--- config.mk ---
export PLATFORM = sky130hd
export DESIGN_NAME = touch_controller_frame_decoder_unit_flat
export DESIGN_NICKNAME = d
export VERILOG_FILES = /design/src/hw/rtl/tcfd_pkg.sv /design/src/hw/rtl/tcfd_if.sv /design/src/hw/rtl/tcfd_front.sv /design/src/hw/rtl/tcfd_back.sv /design/src/hw/rtl/tcfd_queue.sv /design/src/hw/rtl/touch_controller_frame_decoder_unit.sv /design/src/flat_wrapper.sv
export SDC_FILE = /design/constraint.sdc
export NUM_CORES = 1
export LEC_CHECK = 0
export ABC_AREA = 1
export BUFFER_PORTS_ARGS = -buffer_cell sky130_fd_sc_hd__buf_2
export CORE_MARGIN = 4
export CORE_UTILIZATION = 30
export CTS_CLUSTER_DIAMETER = 30
export DETAILED_ROUTE_END_ITERATION = 6
export GPL_TIMING_DRIVEN = 0
export HOLD_SLACK_MARGIN = 0.1
export PLACE_DENSITY = 0.53
export RECOVER_POWER = 50
export SLEW_MARGIN = 20
export SYNTH_ARGS = -nofsm -noshare
export SYNTH_HDL_FRONTEND = slang
export SYNTH_SLANG_ARGS = --single-unit
--- constraint.sdc ---
create_clock -name i_clk -period 7.7 [get_ports i_clk]
set_clock_uncertainty 0.2 [all_clocks]
set_input_delay 0.77 -clock i_clk [delete_from_list [all_inputs] [get_ports i_clk]]
set_output_delay 0.77 -clock i_clk [all_outputs]
set_load 0.01 [all_outputs]
--- src/hw/rtl/tcfd_pkg.sv ---
// Package for the touch controller frame decoder.
// Types, codes and constants shared by the rtl files. No dependencies.
package tcfd_pkg;

    typedef enum logic [1:0] {
        PH_HUNT = 2'd0,
        PH_LEN  = 2'd1,
        PH_BODY = 2'd2
    } t_phase;

    typedef enum logic [2:0] {
        RK_TOUCH   = 3'd0,
        RK_BAD     = 3'd1,
        RK_DONE    = 3'd2,
        RK_BOOT    = 3'd3,
        RK_INVALID = 3'd4,
        RK_UNKNOWN = 3'd5,
        RK_FRAME   = 3'd6
    } t_kind;

    localparam logic [7:0] START_BYTE = 8'hEE;
    localparam logic [7:0] ID_CMD0    = 8'h00;
    localparam logic [7:0] ID_CMD1    = 8'h01;
    localparam logic [7:0] ID_CMD2    = 8'h02;
    localparam logic [7:0] ID_CMD3    = 8'h03;
    localparam logic [7:0] ID_CMD8    = 8'h08;
    localparam logic [7:0] ID_TOUCH   = 8'h04;
    localparam logic [7:0] ID_BOOT    = 8'h07;
    localparam logic [7:0] ID_PULSE   = 8'h0F;
    localparam logic [7:0] ID_LEVEL   = 8'h1C;
    localparam logic [7:0] ID_STATUS  = 8'h1E;
    localparam logic [7:0] ID_INVALID = 8'hFE;
    localparam logic [9:0] PULSE_EXPECTED = 10'd54;
    localparam logic [10:0] PRESSURE_DOWN = 11'd1024;
    localparam logic [15:0] Y_SPAN_RESET = 16'd800;
    localparam logic [1:0] REG_Y_SPAN = 2'd0;

    // frame handed from front to back
    typedef struct packed {
        logic        frame_err;
        logic [7:0]  id;
        logic [47:0] data;
    } t_frame;

    typedef struct packed {
        logic [2:0]  result_kind;
        logic [15:0] x_pos;
        logic [15:0] y_pos;
        logic        touch_down;
        logic [10:0] pressure;
        logic [3:0]  contact_id;
        logic [7:0]  done_cmd;
        logic [7:0]  done_code;
        logic        boot_flag;
        logic [31:0] error_total;
        logic [15:0] fw_major;
    } t_result;

    typedef struct packed {
        logic       req_type;
        logic [7:0] rx_byte;
        logic [7:0] command_id;
    } t_req;

endpackage

--- src/hw/rtl/tcfd_if.sv ---
// Valid/ready channel interfaces for the frame decoder.
// Depends on tcfd_pkg.
interface tcfd_req_if;
    logic           valid;
    logic           ready;
    tcfd_pkg::t_req payload;
    modport source (output valid, output payload, input ready);
    modport sink (input valid, input payload, output ready);
endinterface

interface tcfd_res_if;
    logic              valid;
    logic              ready;
    tcfd_pkg::t_result payload;
    modport source (output valid, output payload, input ready);
    modport sink (input valid, input payload, output ready);
endinterface

--- src/hw/rtl/tcfd_front.sv ---
// Front end: byte framing and capture of id and data bytes.
// Depends on tcfd_pkg. Emits completed frames, framing errors and awaited command events.
module tcfd_front (
    input  logic              i_clk,
    input  logic              i_rst_n,
    input  tcfd_pkg::t_req    i_req,
    input  logic              i_take,
    output logic              o_push,
    output tcfd_pkg::t_frame  o_frame,
    output logic              o_cmd_push,
    output logic [7:0]        o_cmd
);
    tcfd_pkg::t_phase r_phase, n_phase;
    logic [7:0]  r_left, n_left;
    logic [7:0]  r_idx, n_idx;
    logic [7:0]  r_id, n_id;
    logic [47:0] r_data, n_data;
    logic [7:0]  b;
    logic [7:0]  left_dec;

    assign b = i_req.rx_byte;
    assign o_cmd_push = i_take && i_req.req_type;
    assign o_cmd = i_req.command_id;

    always_ff @(posedge i_clk) begin
        if (!i_rst_n) begin
            r_phase <= tcfd_pkg::PH_HUNT;
            r_left  <= 8'd0;
            r_idx   <= 8'd0;
            r_id    <= 8'd0;
            r_data  <= 48'd0;
        end else begin
            r_phase <= n_phase;
            r_left  <= n_left;
            r_idx   <= n_idx;
            r_id    <= n_id;
            r_data  <= n_data;
        end
    end

    always_comb begin
        n_phase = r_phase;
        n_left  = r_left;
        n_idx   = r_idx;
        n_id    = r_id;
        n_data  = r_data;
        o_push  = 1'b0;
        o_frame = '{frame_err: 1'b1, id: r_id, data: r_data};
        left_dec = (r_left != 8'd0) ? r_left - 8'd1 : 8'd0;
        if (i_take && !i_req.req_type) begin
            case (r_phase)
                tcfd_pkg::PH_LEN: begin
                    if (b == 8'd0) begin
                        n_phase = tcfd_pkg::PH_HUNT;
                        o_push = 1'b1;
                    end else begin
                        n_left  = b;
                        n_idx   = 8'd0;
                        n_id    = 8'd0;
                        n_data  = 48'd0;
                        n_phase = tcfd_pkg::PH_BODY;
                    end
                end
                tcfd_pkg::PH_BODY: begin
                    if (r_idx == 8'd0) n_id = b;
                    else if (r_idx <= 8'd6) n_data[(r_idx - 8'd1) * 8 +: 8] = b;
                    if (r_idx != 8'd255) n_idx = r_idx + 8'd1;
                    n_left = left_dec;
                    if (left_dec == 8'd0) begin
                        n_phase = tcfd_pkg::PH_HUNT;
                        o_push = 1'b1;
                        o_frame = '{frame_err: 1'b0, id: n_id, data: n_data};
                    end
                end
                default: begin
                    if (b == tcfd_pkg::START_BYTE) n_phase = tcfd_pkg::PH_LEN;
                    else begin
                        n_phase = tcfd_pkg::PH_HUNT;
                        o_push = 1'b1;
                    end
                end
            endcase
        end
    end
endmodule

--- src/hw/rtl/tcfd_back.sv ---
// Back end: frame decode, persistent state and output register.
// Depends on tcfd_pkg. Fed by a two-entry queue of frames and command events.
module tcfd_back (
    input  logic              i_clk,
    input  logic              i_rst_n,
    input  logic              i_valid,
    input  logic              i_is_cmd,
    input  logic [7:0]        i_cmd,
    input  tcfd_pkg::t_frame  i_frame,
    output logic              o_pop,
    input  logic [15:0]       i_y_span,
    output logic              o_valid,
    input  logic              i_ready,
    output tcfd_pkg::t_result o_res
);
    logic [7:0]  r_await;
    logic [15:0] r_fw;
    logic [31:0] r_err;
    logic        r_boot;
    logic        r_valid;
    tcfd_pkg::t_result r_res;

    logic [7:0]  n_await;
    logic [15:0] n_fw;
    logic [31:0] n_err;
    logic        n_boot;
    logic        emit;
    tcfd_pkg::t_result res;
    logic [7:0]  d0, d1, d2, d3, d4, d5, id;
    logic [15:0] y;
    logic [1:0]  st;
    logic [9:0]  n_pulse;
    logic        space;

    assign space = !r_valid || i_ready;
    assign o_pop = i_valid && space;
    assign o_valid = r_valid;
    assign o_res = r_res;

    always_comb begin
        {d5, d4, d3, d2, d1, d0} = i_frame.data;
        id = i_frame.id;
        n_await = r_await;
        n_fw = r_fw;
        n_err = r_err;
        n_boot = r_boot;
        emit = 1'b0;
        res = '0;
        y = {d4, d3};
        st = 2'd0;
        n_pulse = {2'b0, d0} + {2'b0, d1} + 10'd2;
        if (i_is_cmd) begin
            n_await = i_cmd;
        end else if (i_frame.frame_err) begin
            emit = 1'b1;
            res.result_kind = tcfd_pkg::RK_FRAME;
        end else begin
            case (id)
                tcfd_pkg::ID_TOUCH: begin
                    emit = 1'b1;
                    if (r_fw == 16'd1) begin
                        st = d5[1:0];
                        res.contact_id = 4'd1;
                        y = i_y_span - y;
                    end else begin
                        st = d5[7:6];
                        res.contact_id = d5[5:2];
                    end
                    res.result_kind = (st == 2'd3) ? tcfd_pkg::RK_BAD : tcfd_pkg::RK_TOUCH;
                    res.x_pos = {d2, d1};
                    res.y_pos = y;
                    if (!st[1]) begin
                        res.touch_down = 1'b1;
                        res.pressure = tcfd_pkg::PRESSURE_DOWN;
                    end
                end
                tcfd_pkg::ID_BOOT: begin
                    emit = 1'b1;
                    n_boot = d0 != 8'd0;
                    res.result_kind = tcfd_pkg::RK_BOOT;
                    res.boot_flag = n_boot;
                end
                tcfd_pkg::ID_CMD0, tcfd_pkg::ID_CMD1, tcfd_pkg::ID_CMD2,
                tcfd_pkg::ID_CMD3, tcfd_pkg::ID_CMD8: begin
                    emit = id == r_await;
                    res.done_code = d0;
                end
                tcfd_pkg::ID_LEVEL: emit = id == r_await;
                tcfd_pkg::ID_PULSE: begin
                    emit = id == r_await;
                    if (n_pulse > tcfd_pkg::PULSE_EXPECTED) n_err = r_err + 32'd2;
                    else if (n_pulse != tcfd_pkg::PULSE_EXPECTED) n_err = r_err + 32'd1;
                end
                tcfd_pkg::ID_STATUS: begin
                    emit = id == r_await;
                    n_fw = {d1, d0};
                end
                tcfd_pkg::ID_INVALID: begin
                    emit = 1'b1;
                    n_err = r_err + 32'd1;
                    res.result_kind = tcfd_pkg::RK_INVALID;
                end
                default: begin
                    emit = 1'b1;
                    n_err = r_err + 32'd1;
                    res.result_kind = tcfd_pkg::RK_UNKNOWN;
                end
            endcase
            if (res.result_kind == tcfd_pkg::RK_TOUCH && id != tcfd_pkg::ID_TOUCH) begin
                res.result_kind = tcfd_pkg::RK_DONE;
                res.done_cmd = id;
            end
        end
        res.error_total = n_err;
        res.fw_major = n_fw;
    end

    always_ff @(posedge i_clk) begin
        if (!i_rst_n) begin
            r_await <= 8'd0;
            r_fw    <= 16'd0;
            r_err   <= 32'd0;
            r_boot  <= 1'b0;
            r_valid <= 1'b0;
        end else begin
            if (o_pop) begin
                r_await <= n_await;
                r_fw    <= n_fw;
                r_err   <= n_err;
                r_boot  <= n_boot;
            end
            if (o_pop) r_valid <= emit;
            else if (i_ready) r_valid <= 1'b0;
        end
    end

    always_ff @(posedge i_clk) begin
        if (o_pop) r_res <= res;
    end
endmodule

--- src/hw/rtl/tcfd_queue.sv ---
// Two-entry queue between front and back ends.
// Depends on tcfd_pkg. Carries frames and awaited-command events.
module tcfd_queue (
    input  logic             i_clk,
    input  logic             i_rst_n,
    input  logic             i_push,
    input  logic             i_is_cmd,
    input  logic [7:0]       i_cmd,
    input  tcfd_pkg::t_frame i_frame,
    input  logic             i_pop,
    output logic             o_valid,
    output logic             o_is_cmd,
    output logic [7:0]       o_cmd,
    output tcfd_pkg::t_frame o_frame,
    output logic             o_has_room
);
    logic             r_cmd_q [2];
    logic [7:0]       r_c_q [2];
    tcfd_pkg::t_frame r_f_q [2];
    logic             r_wp, r_rp;
    logic [1:0]       r_cnt;

    assign o_valid = r_cnt != 2'd0;
    assign o_has_room = r_cnt != 2'd2;
    assign o_is_cmd = r_cmd_q[r_rp];
    assign o_cmd = r_c_q[r_rp];
    assign o_frame = r_f_q[r_rp];

    always_ff @(posedge i_clk) begin
        if (!i_rst_n) begin
            r_wp <= 1'b0;
            r_rp <= 1'b0;
            r_cnt <= 2'd0;
        end else begin
            if (i_push) r_wp <= ~r_wp;
            if (i_pop) r_rp <= ~r_rp;
            r_cnt <= r_cnt + {1'b0, i_push} - {1'b0, i_pop};
        end
    end

    always_ff @(posedge i_clk) begin
        if (i_push) begin
            r_cmd_q[r_wp] <= i_is_cmd;
            r_c_q[r_wp] <= i_cmd;
            r_f_q[r_wp] <= i_frame;
        end
    end
endmodule

--- src/hw/rtl/touch_controller_frame_decoder_unit.sv ---
// Top level of the touch controller frame decoder.
// Depends on tcfd_pkg, tcfd_if, tcfd_front, tcfd_queue, tcfd_back.
//
// Usage:
// i_req (sink) takes one word per cycle: a received link byte or an
// awaited command id. o_res (source) gives at most one result word per
// frame end, frame error, or nothing for commands and unmatched completions.
// APB port: register 0 at byte address 0 holds legacy_y_span (reset 800).
// Input words are taken one per cycle while the queue has room. The
// closing byte's result passes the queue, then the output register.
// A two-entry queue parts the byte framer from the decoder; when the
// receiver stalls, the output register holds, the queue fills and
// i_req.ready falls once it is full. Reset (synchronous, active low)
// restarts hunting for the start byte and clears counters, awaited
// command and firmware version.
module touch_controller_frame_decoder_unit (
    input  logic        i_clk,
    input  logic        i_rst_n,
    tcfd_req_if.sink    i_req,
    tcfd_res_if.source  o_res,
    input  logic        psel,
    input  logic        penable,
    input  logic        pwrite,
    input  logic [1:0]  paddr,
    input  logic [31:0] pwdata,
    output logic [31:0] prdata,
    output logic        pready
);
    logic [15:0] r_y_span;
    logic             take, push, cmd_push, room, q_valid, q_cmd, pop;
    logic [7:0]       cmd, q_c;
    tcfd_pkg::t_frame frame, q_f;

    assign pready = 1'b1;
    assign prdata = (paddr == tcfd_pkg::REG_Y_SPAN) ? {16'd0, r_y_span} : 32'd0;

    always_ff @(posedge i_clk) begin
        if (!i_rst_n) r_y_span <= tcfd_pkg::Y_SPAN_RESET;
        else if (psel && penable && pwrite && paddr == tcfd_pkg::REG_Y_SPAN)
            r_y_span <= pwdata[15:0];
    end

    assign i_req.ready = room;
    assign take = i_req.valid && room;

    tcfd_front u_front (
        .i_clk, .i_rst_n,
        .i_req(i_req.payload), .i_take(take),
        .o_push(push), .o_frame(frame), .o_cmd_push(cmd_push), .o_cmd(cmd)
    );

    tcfd_queue u_queue (
        .i_clk, .i_rst_n,
        .i_push(push || cmd_push), .i_is_cmd(cmd_push), .i_cmd(cmd),
        .i_frame(frame), .i_pop(pop), .o_valid(q_valid), .o_is_cmd(q_cmd),
        .o_cmd(q_c), .o_frame(q_f), .o_has_room(room)
    );

    tcfd_back u_back (
        .i_clk, .i_rst_n,
        .i_valid(q_valid), .i_is_cmd(q_cmd), .i_cmd(q_c), .i_frame(q_f),
        .o_pop(pop), .i_y_span(r_y_span),
        .o_valid(o_res.valid), .i_ready(o_res.ready), .o_res(o_res.payload)
    );
endmodule

--- src/flat_wrapper.sv ---
// flat-port wrapper written by rule: the top's interface ports become plain ports
module touch_controller_frame_decoder_unit_flat 
  (i_clk, i_rst_n, psel, penable, pwrite, paddr, pwdata, prdata, pready, i_req_valid, i_req_payload, i_req_ready, o_res_valid, o_res_payload, o_res_ready);
  tcfd_req_if i_req_i ();
  tcfd_res_if o_res_i ();
  input  logic i_clk;
  input  logic i_rst_n;
  input  logic psel;
  input  logic penable;
  input  logic pwrite;
  input  logic [1:0] paddr;
  input  logic [31:0] pwdata;
  output logic [31:0] prdata;
  output logic pready;
  input wire logic [$bits(i_req_i.valid)-1:0] i_req_valid;
  input wire logic [$bits(i_req_i.payload)-1:0] i_req_payload;
  output wire logic [$bits(i_req_i.ready)-1:0] i_req_ready;
  output wire logic [$bits(o_res_i.valid)-1:0] o_res_valid;
  output wire logic [$bits(o_res_i.payload)-1:0] o_res_payload;
  input wire logic [$bits(o_res_i.ready)-1:0] o_res_ready;
  assign i_req_i.valid = i_req_valid;
  assign i_req_i.payload = i_req_payload;
  assign i_req_ready = i_req_i.ready;
  assign o_res_valid = o_res_i.valid;
  assign o_res_payload = o_res_i.payload;
  assign o_res_i.ready = o_res_ready;
  touch_controller_frame_decoder_unit u_core (.i_clk(i_clk), .i_rst_n(i_rst_n), .i_req(i_req_i), .o_res(o_res_i), .psel(psel), .penable(penable), .pwrite(pwrite), .paddr(paddr), .pwdata(pwdata), .prdata(prdata), .pready(pready));
endmodule
* Word-level counts from Yosys, hierarchy flattened
Memory sizes are Yosys's and may differ from the RTL's. A register that Yosys moved wholly into a read port is not among the register bits. Index checks and enable logic that the tools add are counted.
Storage, ports and cells: bits in read-only memories 0, latch bits 0, memories kept 3, flip-flop bits (word level) 259, input port bits 58, bits in writable memories 132, logic and storage cells 167
Memories:
- u_core.u_queue.r_f_q | depth 2, bits a word 57, read ports 1, clocked after memory_dff 1, wr ports 1, RTL line tcfd_queue.sv:19 | tcfd_pkg::t_frame r_f_q [2];
- u_core.u_queue.r_c_q | depth 2, bits a word 8, read ports 1, clocked after memory_dff 1, wr ports 1, RTL line tcfd_queue.sv:18 | logic [7:0] r_c_q [2];
- u_core.u_queue.r_cmd_q | depth 2, bits a word 1, read ports 1, clocked after memory_dff 1, wr ports 1, RTL line tcfd_queue.sv:17 | logic r_cmd_q [2];
Operators by class: order comparisons 2, add/subtract/negate cells 11, bitwise logic cells 6, shift operators 2, mux-type cells 58, $mul 0, divide/modulo/power cells 0, equal/unequal tests 23, reduce and logical (&&, ||, !) cells 37
Operator list (number):
- $mux 57 | 3
- $mux 48 | 3
- $mux 32 | 4
- $pmux 48 s2 | 1
- $mux 16 | 5
- $pmux 32 s2 | 1
- $bwmux 48 | 1
- $pmux 8 s2 | 3
- $shift 8x34->48 const A | 1
- $shiftx 8x34->48 | 1
- $mux 8 | 5
- $neg 32->34 | 1
- $add 32x1->32 const B | 1
- $add 32x2->32 const B | 1
- $logic_not 8->1 | 4
- $mux 1 | 18
- $eq 16x1->1 const B | 1
- $eq 8x2->1 const B | 2
- $eq 8x3->1 const B | 2
- $eq 8x4->1 const B | 2
- $eq 8x5->1 const B | 2
- $eq 8x8->1 const B | 2
- $reduce_bool 8->1 | 2
- $sub 16x16->16 | 1
- 38 further kinds | 72

* Logic depth before layout (Yosys ltp)
depth after elaboration 14, depth in mapped cells 29

* By module
Synthesis repeated with hierarchy kept, for this count alone.
Unflattened totals: cells, all modules 2802, area total of the unflattened synthesis 22441.5 um^2
By module, submodules not included:
- tcfd_back | area each 10651.5 um^2, cells each 1476, times used 1, sequential area each 4294.1 um^2
- tcfd_front | area each 5644.2 um^2, cells each 928, times used 1, sequential area each 1481.4 um^2
- tcfd_queue | area each 5148.7 um^2, cells each 238, times used 1, sequential area each 4063.9 um^2
- touch_controller_frame_decoder_unit | area each 997.2 um^2, cells each 160, times used 1, sequential area each 320.3 um^2

* Worst setup path after synthesis
No wires, ideal clock.
path kind reg-to-reg, from reg u_core.u_front.r_left[0], to mem u_core.u_queue.r_c_q[1][0] (enable), cell stages (with the launch flop) 15, path buffers 0, setup slack 1.929 ns, data required time 6.987 ns, arrival time 5.058 ns, cell sequence dfxtp_1 > inv_1 > ha_1 > nand2_1 > nor2_1 > nand2_1 > nor3_2 > nor2_1 > nor4_1 > nand2_1 > nor2_1 > nand2_1 > nand2_1 > nand4_1 > a21oi_1
Between the ends: longest elaborated chain between the ends 9, elaborated cells on any way between the ends 10, those cells by class add/sub (1); mux (6); reduce/logical (3)
RTL lines:
- start: declaration | RTL line tcfd_front.sv:14 | logic [7:0] r_left, n_left;
- start signal: assignment | RTL line tcfd_front.sv:34 | r_left <= n_left;
- $sub 8x1->8 / $reduce_bool 8->1 (equally long branches) | RTL line tcfd_front.sv:49 | left_dec = (r_left != 8'd0) ? r_left - 8'd1 : 8'd0;
- $mux 8 (*) | RTL line tcfd_front.sv:49
- $logic_not 8->1 (*) | RTL line tcfd_front.sv:69 | if (left_dec == 8'd0) begin
- $mux 1 (*) | RTL line tcfd_front.sv:69
- $pmux 1 s2 (*) | RTL line tcfd_front.sv:51 | case (r_phase)
- $mux 1 (*) | RTL line tcfd_front.sv:50 | if (i_take && !i_req.req_type) begin
- $logic_or 1x1->1 (*) | RTL line touch_controller_frame_decoder_unit.sv:54 | .i_push(push || cmd_push), .i_is_cmd(cmd_push), .i_cmd(cmd),
- $mux 1 (*) | RTL line tcfd_queue.sv:42 | if (i_push) begin
- $mux 1 (implied by the code) (*) | RTL line tcfd_queue.sv:44 | r_c_q[r_wp] <= i_cmd;
- end: declaration | RTL line tcfd_queue.sv:18
Mark *: on every way between the ends. The rest lies on a longest branch, timed or not.

* Worst setup path in the final report
from reg u_core.u_back.r_valid, in the netlist u_core.u_back.o_valid, to reg u_core.u_queue.r_cnt[1]
Between the ends: longest elaborated chain between the ends 4
RTL lines:
- start: declaration | RTL line tcfd_back.sv:20 | logic r_valid;
- start signal: assignment | RTL line tcfd_back.sv:132 | if (o_pop) r_valid <= emit;
- $logic_not 1->1 | RTL line tcfd_back.sv:35 | assign space = !r_valid || i_ready;
- $logic_or 1x1->1 | RTL line tcfd_back.sv:35
- $logic_and 1x1->1 | RTL line tcfd_back.sv:36 | assign o_pop = i_valid && space;
- net u_core.pop | RTL line touch_controller_frame_decoder_unit.sv:30 | logic take, push, cmd_push, room, q_valid, q_cmd, pop;
- $sub 2x1->2 | RTL line tcfd_queue.sv:37 | r_cnt <= r_cnt + {1'b0, i_push} - {1'b0, i_pop};
- end signal: assignment | RTL line tcfd_queue.sv:37
- end: declaration | RTL line tcfd_queue.sv:21 | logic [1:0] r_cnt;
The timed path passes the listed nets, and every way through them passes these cells. A chain may end at the register's enable or synchronous reset.

==> impl_metrics.yaml <==
placement:
  dp_hpwl_mm: 48.1
  place_ws_ns: 2.13
  gp_congestion: 0.973
  portBuffers: 165
  dpl.cell_count: 3705
  placed_area_um2: 23200
power:
  p_int_mw: 6.49
  power.density_nw_per_um2: 392
  clockPowerShare: 0.380
  cellLeakagePower_nw: 10.6
  power_frac_seq: 0.308
  swShare: 0.368
  combPwrFrac: 0.313
  p_total_mw: 10.3
  ir_worst_vdd_uv: 172
  switchingPower_mw: 3.79
timing:
  fin_tns_setup_ns: 0
  period_share: 0.749
  finalMaxSlewViolations: 76
  hold_viol_final: 0
  finalSetupViolCount: 0
  fmax_mhz: 173
  hold_slack_ns: 0.146
  period_needed_ns: 5.77
  maxSlewHeadroom: -0.512
  rsz0062_at_grt: "false"
  timing.final.ws_setup_ns: 1.93
  worst_pin_slew_ns: 2.27
global_routing:
  grt_pass1_vias: 17400
  overflow: 0
  grt_max_degree: 43
  grt_first_pass_wirelength_mm: 99.7
  grt_use_total: 0.170
  antenna_found_initial: 1
synth:
  asyncSetResetFlopFracSynth: 0
  synth_edf_count: 237
  ys.flop_type: "edfxtp_1"
  yosys.cell_types.count: 61
  ys_seq_area_frac: 0.486
  syn_area_per_cell_um2: 8.12
  ys_ff_latch: 389
  syn_area_um2: 20900
  syn_inst: 2573
  yosysWarnings: 0
cts:
  ctsResizeCount: 0
  h-tree-depth: 3
  clk_pin_slew_ns: 0.04
  cts_setup_buffers: 0
  numCtsBuffers: 92
  cts_tree: "built"
  cts.sinks: 389
  root_buffer: "clkbuf_16"
  clk_path_buf_depth: 3
  clock_latency_ns: 0.63
  ctsHoldBuffers: 0
floorplan:
  io-pin-count: 209
  dieArea_um2: 73900
  initial_core_util: 0.304
  core-area_um2: 68800
  num_rows: 96
  die_h_um: 272
  die_w_um: 272
run:
  drv_cap: 2
critical_path:
  crit_required_ns: 8.06
  cp-start-kind: "flop"
  crit_chain: "inv_1 -> nor2_1 -> a21oi_1 -> clkbuf_1 -> clkbuf_1 -> clkbuf_1 -> ha_1 -> inv_1 -> ha_1 -> o21ai_0 -> a21oi_1"
  slowest_stage: "clkbuf_1"
  worstSetupEndpointType: "flop"
  cp_common_cell: "clkbuf_1"
  critical_path_arrival_ns: 6.12
  cp_max_fo: 40
  slowest_delay_ns: 1.69
  criticalPathCategory: "reg2reg"
finish:
  num_antenna_cells: 0
  nNetsFinal: 2977
  instances_no_fill: 3878
  drive_above_1_share: 0.110
  utilization: 0.380
  fin_area_um2: 26200
  syn_to_final_growth_pct: 25.4
detailed_routing:
  wl_per_cell_um: 16.8
  postRouteAntennaNets: 0
  route.detailed.drc: 5
  totalWireLength_mm: 65.3
  drt-initial-drc-count: 1331
  via_per_inst: 4.73
  vias: 18300
  firstDrtPassIters: 7
outcome:
  status: "finished, violations left"
  violations: "DRC, capacitance limit, slew limit"
hold_path:
  hp-class: "in2reg"
state kept, by name, indices dropped and copies added (netlist names), 2 cells and up, named ones only:
register / flops
u_core.u_front.r_left: 8
u_core.u_back.o_res: 105
u_core.u_queue.r_cmd_q: 2
u_core.u_front.r_data: 48
u_core.r_y_span: 16
u_core.u_front.r_phase: 2
u_core.u_front.r_idx: 8
u_core.u_queue.r_cnt: 2
u_core.u_queue.r_f_q: 114
u_core.u_back.r_err: 32
u_core.u_queue.r_c_q: 16
u_core.u_back.r_fw: 16
u_core.u_front.r_id: 8
u_core.u_back.r_await: 8
cell families after synthesis:
kind of cell / share of synthesized area
other: 0.000360
adders and majority gates: 0.0313
muxes: 0.0102
DFF: 0.486
xor gates and xnor gates: 0.0230
buffers and inverters: 0.0918
and+or+nand+nor: 0.216
AOI/OAI and AO/OA: 0.141
cells in the final DEF, fill, tap and decap left out, types with 8 or more instances in the layout:
cell and n:
o21ai_2 11, o21ai_1 31, clkinv_2 14, inv_1 308
xor2_1 46, a21oi_1 217, buf_4 32, clkinv_4 9
nor4_1 16, inv_2 14, nand3_1 105, edfxtp_1 237
clkinvlp_4 11, nor3_1 25, or2_2 25, o22ai_1 21
clkbuf_1 232, clkbuf_8 8, clkinv_1 8, buf_1 8
buf_2 47, bufinv_16 9, o21ai_0 211, clkbuf_16 95
a221oi_1 9, nand4_1 43, dfxtp_1 152, nand2_1 590
ha_1 49, conb_1 30, mux2i_1 20, nor2_1 206
power groups by stage:
stage,logic [mW],clock network (mW),registers [mW]
after floorplan,1.98,0,3.30
after global placement,3.19,0,3.27
after detailed placement,3.30,0,3.18
after CTS,3.32,3.98,3.15
after global routing,3.58,4.10,3.22
final,3.21,3.90,3.16
Yosys cell counts, types with 3 or more instances:
cell type | instances | share of area
nand2_2 | 5 | 0.0015
a221oi_1 | 9 | 0.0038
nand3_1 | 105 | 0.025
a21oi_1 | 217 | 0.052
o21ai_0 | 193 | 0.046
nor3_4 | 3 | 0.0023
buf_4 | 33 | 0.012
nor4_1 | 16 | 0.0048
o21ai_1 | 49 | 0.012
o2111ai_1 | 7 | 0.0029
ha_1 | 49 | 0.029
nand4_1 | 43 | 0.013
nor2_1 | 204 | 0.037
nand2_1 | 590 | 0.11
a31oi_1 | 7 | 0.0021
o21bai_1 | 7 | 0.0025
a211oi_1 | 3 | 0.0011
mux2i_1 | 20 | 0.0096
buf_2 | 15 | 0.0036
nor3_1 | 22 | 0.0053
buf_1 | 10 | 0.0018
o21ai_2 | 11 | 0.0046
o22ai_1 | 21 | 0.0063
edfxtp_1 | 237 | 0.34
o21a_1 | 3 | 0.0011
or2_2 | 25 | 0.0075
dfxtp_1 | 152 | 0.15
or2_1 | 4 | 0.0012
inv_1 | 306 | 0.055
o211ai_1 | 6 | 0.0022
nor2_2 | 8 | 0.0024
xnor2_1 | 7 | 0.0029
clkbuf_1 | 86 | 0.015
inv_2 | 16 | 0.0029
xor2_1 | 46 | 0.019
nor3_2 | 4 | 0.0019
critical path, delay by kind of cell (launching register included):
kind                       cells  cell delay (ns)
AOI/OAI and AO/OA              3             0.52
buffers and inverters          5             3.95
adders and majority gates      2             0.64
DFF                            1             0.31
and+or+nand+nor                1             0.09
path summary, 6_finish.rpt:
check                       startpoint                         end  slack [ns]  depth (start not counted)
max              u_core.u_back.o_valid     u_core.u_queue.r_cnt[1]        1.93                         11
min                   i_req_payload[0]  u_core.u_queue.r_c_q[0][0]        0.15                          1
max reg2reg      u_core.u_back.o_valid     u_core.u_queue.r_cnt[1]        1.93                         11
min reg2reg  u_core.u_front.r_data[18]   u_core.u_front.r_data[18]        0.26                          2
layout make-up:
cell class,instances,area [um^2]
Buffer,146,696
Clock buffer,113,2520
Clock inverter,60,673
Fill cell,7144,42600
Inverter,323,1220
Multi-Input combinational cell,1743,8900
Sequential cell,389,10200
Tap cell,931,1160
Timing Repair Buffer,173,852
metal layers:
metal,up-vias,part of all wire,track usage
met5,-,0,0
met4,0,0.024,0.0567
met3,89,0.051,0.0274
met2,487,0.47,0.287
met1,8590,0.45,0.224
li1,9162,-,-
(Power assumes the default switching activity.)
